==> config.mk <==
export PLATFORM = sky130hd
export DESIGN_NAME = hmmb_ctrl
export DESIGN_NICKNAME = d
export VERILOG_FILES = /design/src/hmmb_pkg.sv /design/src/hmmb_ctrl.sv
export SDC_FILE = /design/constraint.sdc
export NUM_CORES = 1
export LEC_CHECK = 0
export BUFFER_PORTS_ARGS = -buffer_cell sky130_fd_sc_hd__buf_2
export CAP_MARGIN = 20
export CORE_AREA = 2 2 39 41
export CTS_BUF_LIST = sky130_fd_sc_hd__clkbuf_16
export CTS_CLUSTER_SIZE = 8
export DETAILED_ROUTE_END_ITERATION = 8
export DIE_AREA = 0 0 41 43
export GPL_TIMING_DRIVEN = 0
export SLEW_MARGIN = 10
export SYNTH_ARGS = -nofsm -noshare
export SYNTH_HDL_FRONTEND = slang
export SYNTH_SLANG_ARGS = --single-unit
==> constraint.sdc <==
create_clock -name clk_i -period 1.2 [get_ports clk_i]
set_clock_uncertainty 0.05 [all_clocks]
set_input_delay 0.06 -clock clk_i [delete_from_list [all_inputs] [get_ports clk_i]]
set_output_delay 0.06 -clock clk_i [all_outputs]
set_load 0.03 [all_outputs]
==> src/hmmb_pkg.sv <==
`default_nettype none

package hmmb_pkg;

  typedef enum logic [2:0] {
    OP_RD_BYTE  = 3'd0,
    OP_RD_WORD  = 3'd1,
    OP_WR_BYTE  = 3'd2,
    OP_PUSH     = 3'd3,
    OP_POP      = 3'd4,
    OP_LOAD_ROM = 3'd5
  } hmmb_op_e;

  typedef enum logic [3:0] {
    RG_ROM    = 4'd0,
    RG_VRAM   = 4'd1,
    RG_XRAM   = 4'd2,
    RG_WRAM   = 4'd3,
    RG_ECHO   = 4'd4,
    RG_OAM    = 4'd5,
    RG_UNUSED = 4'd6,
    RG_IO     = 4'd7,
    RG_HRAM   = 4'd8,
    RG_IE     = 4'd9
  } hmmb_region_e;

  localparam logic [6:0] IO_SB_IDX    = 7'h01;
  localparam logic [6:0] IO_SC_IDX    = 7'h02;
  localparam logic [7:0] SERIAL_START = 8'h81;
  localparam logic [7:0] UNUSED_BYTE  = 8'hFF;

  typedef struct packed {
    logic latch_in;
    logic phase0;
    logic phase1;
    logic cap_lo;
    logic out_load;
  } hmmb_cmd_t;

  typedef struct packed {
    logic out_free;
  } hmmb_stat_t;

  function automatic hmmb_region_e hmmb_decode(input logic [15:0] a);
    hmmb_region_e r;
    priority if (a <= 16'h7FFF) r = RG_ROM;
    else if (a <= 16'h9FFF) r = RG_VRAM;
    else if (a <= 16'hBFFF) r = RG_XRAM;
    else if (a <= 16'hDFFF) r = RG_WRAM;
    else if (a <= 16'hFDFF) r = RG_ECHO;
    else if (a <= 16'hFE9F) r = RG_OAM;
    else if (a <= 16'hFEFF) r = RG_UNUSED;
    else if (a <= 16'hFF7F) r = RG_IO;
    else if (a <= 16'hFFFE) r = RG_HRAM;
    else r = RG_IE;
    return r;
  endfunction

endpackage

`default_nettype wire

==> src/hmmb_ctrl.sv <==
`default_nettype none

module hmmb_ctrl (
  input  wire                  clk_i,
  input  wire                  rst_ni,
  input  wire                  req_valid_i,
  output logic                 req_ready_o,
  input  hmmb_pkg::hmmb_stat_t stat_i,
  output hmmb_pkg::hmmb_cmd_t  cmd_o
);
  import hmmb_pkg::*;

  typedef enum logic [3:0] {
    ST_IDLE   = 4'b0001,
    ST_FIRST  = 4'b0010,
    ST_SECOND = 4'b0100,
    ST_LAST   = 4'b1000
  } state_e;

  state_e state_q, state_d;

  always_comb begin
    state_d     = state_q;
    cmd_o       = '0;
    req_ready_o = 1'b0;
    unique case (state_q)
      ST_IDLE: begin
        req_ready_o = 1'b1;
        if (req_valid_i) begin
          cmd_o.latch_in = 1'b1;
          state_d        = ST_FIRST;
        end
      end
      ST_FIRST: begin
        cmd_o.phase0 = 1'b1;
        state_d      = ST_SECOND;
      end
      ST_SECOND: begin
        cmd_o.phase1 = 1'b1;
        cmd_o.cap_lo = 1'b1;
        state_d      = ST_LAST;
      end
      ST_LAST: begin
        if (stat_i.out_free) begin
          cmd_o.out_load = 1'b1;
          state_d        = ST_IDLE;
        end
      end
      default: state_d = ST_IDLE;
    endcase
  end

  always_ff @(posedge clk_i or negedge rst_ni) begin
    if (!rst_ni) begin
      state_q <= ST_IDLE;
    end else begin
      state_q <= state_d;
    end
  end

endmodule

`default_nettype wire

* Yosys cells after proc, flatten, opt, wreduce, memory -nomap -nowiden
Index checks and enable logic that the tools add are counted.
Operators by class: equal/unequal tests 6, mux-type cells 10, reductions and logical operators 1
Operator list (count):
- case mux 4 bit (4 select lines) | 1
- two-way mux 4 bit | 2
- two-way mux 1 bit | 6
- == test 4 x 1 -> 1 bit (second input constant) | 1
- == test 4 x 2 -> 1 bit (second input constant) | 1
- == test 4 x 3 -> 1 bit (second input constant) | 1
- == test 4 bit (second input constant) | 1
- != test 2 bit (second input constant) | 2
- two-way mux 2 bit | 1
- AND reduction 2 bit | 1
Word-level totals: flip-flop bits (word level) 4, input port bits 4, output and inout port bits 6, word-level logic and storage cells 18

* Logic depth before layout (Yosys ltp)
word-level depth 3, gate-level depth with buffers 3, gate-level depth less buffers 3

* Worst setup path before layout
Ideal clock, no wire load.
path type flip-flop to output port, start register state_q[0], end output cmd_o[4] (netlist name), data arrival time 1592 ps, data required time 1090 ps, slack -502 ps, stages on the path, launching flop included 3, path buffers 0, cell sequence dfstp_2 > nor4b_2 > and2_1
RTL lines:
- start, declared | line hmmb_ctrl.sv:20 | state_e state_q, state_d;
- start signal, assigned | line hmmb_ctrl.sv:57 | state_q <= state_d;
- end, declared | line hmmb_ctrl.sv:9 | output hmmb_pkg::hmmb_cmd_t cmd_o

==> run_results.csv <==
group,metric,value,unit
clock_network,clock-sinks,4,
finish,final_net_count,46,
routing,drt_pre_antenna_iters,2,
timing,setup_ws,-208,ps
finish,drive_gt1_share,80.5,%
floorplanning,die_w,41,um
finish,reg.largest.list,"state_q x4",
pwr,power.leakage,0.252,nW
synth,synth_area_leaders,"dfrtp_1 (29%), dfstp_2 (10%), and2_1 (7.4%)",
timing,max_clock_freq,710,MHz
synth,postSynthCellCount,22,
finish,final_common_cell,"buf_6",
timing,final_hold_viol_count,0,
synth,ys_ff_latch,4,
timing,slew_violations,0,
grt,grt_pass1_wl,841,um
routing,viasPerCell,4.16,
finish,top_register,"state_q",
pwr,power_density,2740,nW/um2
synth,yosysTopAreaCell,"dfrtp_1",
grt,overflow,0,
placed_design,place.gp.congestion,0.586,
finish,fin_cells,57,
synth,synth_top_area_share,29.4,%
floorplanning,ios,10,
clock_network,cts_root_buf,"clkbuf_16",
routing,wl_per_cell,10.1,um
synth,avgSynthCellArea,11.6,um2
finish,final_core_util,38.5,%
placed_design,place_hpwl,375,um
synth,yosysWarnings,0,
timing,timing.final.crit_share,117,%
clock_network,cts_made_buffers,3,
hold_path,hold-path-cell-count,2,
setup_path,cp_data_arrival_time,1300,ps
timing,relSlewSlack,85.6,%
routing,drc_errors,0,
synth,ys_types,16,
clock_network,worstSkewPairLatency,220,ps
setup_path,cp.required,1090,ps
setup_path,cp_max_fo,4,
run_status,status,"finished with violations",
clock_network,cts_buffer_depth,2,
setup_path,rr_worst_depth,4,
finish,nFillCells,142,
synth,synth_area,255,um2
timing,tightest_slew,214,ps
timing,fin_crit,1410,ps
routing,num_vias,237,
synth,synth-seq-area-share,39.7,%
finish,synthToLayoutAreaGrowth,109,%
finish,diodes,0,
grt,grt_antenna_before_repair,0,
grt,grt_max_degree,8,
finish,largest_reg_flops,4,
timing,setup_viol,6,
timing,rsz0062_at_grt,"yes",
floorplanning,rows,14,
placed_design,place_inst,47,
flow_run,drv_cap,0,
clock_network,cts_tree,"built",
setup_path,path_class,"flop to primary output",
setup_path,end_kind,"primary output",
setup_path,start_kind,"flop",
pwr,irDropWorstVdd,0.761,mV
routing,routed_wl,576,um
clock_network,cts.reportedPaths.clkPinSlew,30,ps
grt,grt_pass1_vias,233,
clock_network,htree_levels,1,
placed_design,port_buffers,9,
run_status,violations,"setup timing",
timing,whs,52.3,ps
finish,layout_common_cells,"buf_6 (7), buf_4 (5), clkbuf_16 (3), buf_2 (3), dfrtp_2 (3)",
floorplanning,start_util,18.4,%
hold_path,hold_path_class,"primary input to flop",
floorplanning,fp.dieH,43,um
synth,synth_nets,26,
routing,drt_iter0_drc,2,
floorplanning,core_area,1380,um2
floorplanning,dieArea,1760,um2
routing,antenna_left,0,
grt,grtUsageTotal,7.97,%
## cells in the mapped netlist
cell type / n
a2bb2oi_2: 1
nor2b_2: 1
and2_1: 3
nor3b_2: 1
o21ai_0: 1
and3b_1: 1
dfstp_2: 1
nor3b_1: 2
buf_4: 2
o31ai_2: 1
dfrtp_1: 3
nor2_1: 1
nor2b_1: 1
o21a_1: 1
nor4b_2: 1
and4b_1: 1
## layout make-up
cell class | instances | area, um2 | share of cell area [%]
Clock inverter | 1 | 3.75 | 0.704
Buffer | 2 | 22.5 | 4.23
Multi-Input combinational cell | 16 | 168 | 31.5
Clock buffer | 3 | 75.1 | 14.1
Sequential cell | 4 | 105 | 19.7
Tap cell | 16 | 20.0 | 3.76
Timing Repair Buffer | 15 | 139 | 26.1
## metrics by stage
step / instance area, um2 / setup TNS, ps / worst slack [ps] / power [mW]
3_5_place_dp: 335 / -197 / -72.7 / 0.669
4_1_cts: 467 / -1050 / -219 / 1.29
6_report: 533 / -1130 / -208 / 1.46
2_1_floorplan: 270 / -323 / -227 / 0.579
3_3_place_gp: 335 / -150 / -57.5 / 0.664
5_1_grt: 533 / -1400 / -266 / 1.53
## timing repair
item | 4_1_cts | 5_1_grt
setup endpoints to repair | 6 | 7
gates resized for setup | 8 | 17
endpoints found under the hold margin | 4 | 0
setup buffers | 3 | 2
hold buffers | 1 | 0
pin swaps | 2 | 2
## worst paths after layout
| kind | from | endpoint | slack, ps |
|---|---|---|---|
| setup / recovery | state_q[0] | cmd_o[1] | -210 |
| hold / removal | req_valid_i | state_q[1] | 50 |
| setup reg to reg | state_q[0] | state_q[0] | 10 |
| hold reg to reg | state_q[3] | state_q[2] | 510 |
| max in group asynchronous | rst_ni | state_q[0] | 770 |
| min in group asynchronous | rst_ni | state_q[1] | 120 |
## worst max-delay path: stages, from the launching register on
cell and delay [ps]:
dfstp_2 560, buf_12 110, nor2_4 30, and2_4 140, buf_6 100, buf_6 120
## metal layers
layer / up-vias / share of wire [%] / global-route usage [%]
met5: - / 0 / 0
met4: 0 / 0 / 6.00
met3: 0 / 7.6 / 6.28
met2: 9 / 57 / 13.1
met1: 112 / 35 / 5.23
li1: 116 / - / -
## report_power, final
part	total (mW)	switching [mW]	internal [mW]
combinational	0.670	0.272	0.399
sequential	0.268	0.0738	0.194
clock	0.522	0.0922	0.430
total	1.46	0.437	1.02
## logic make-up after synthesis
kind of cell	Yosys count	share of synthesized area [%]
flops	4	39.7
compound gates	4	15.7
simple gates	12	38.7
buf+inv	2	5.88
(Power assumes the default switching activity.)
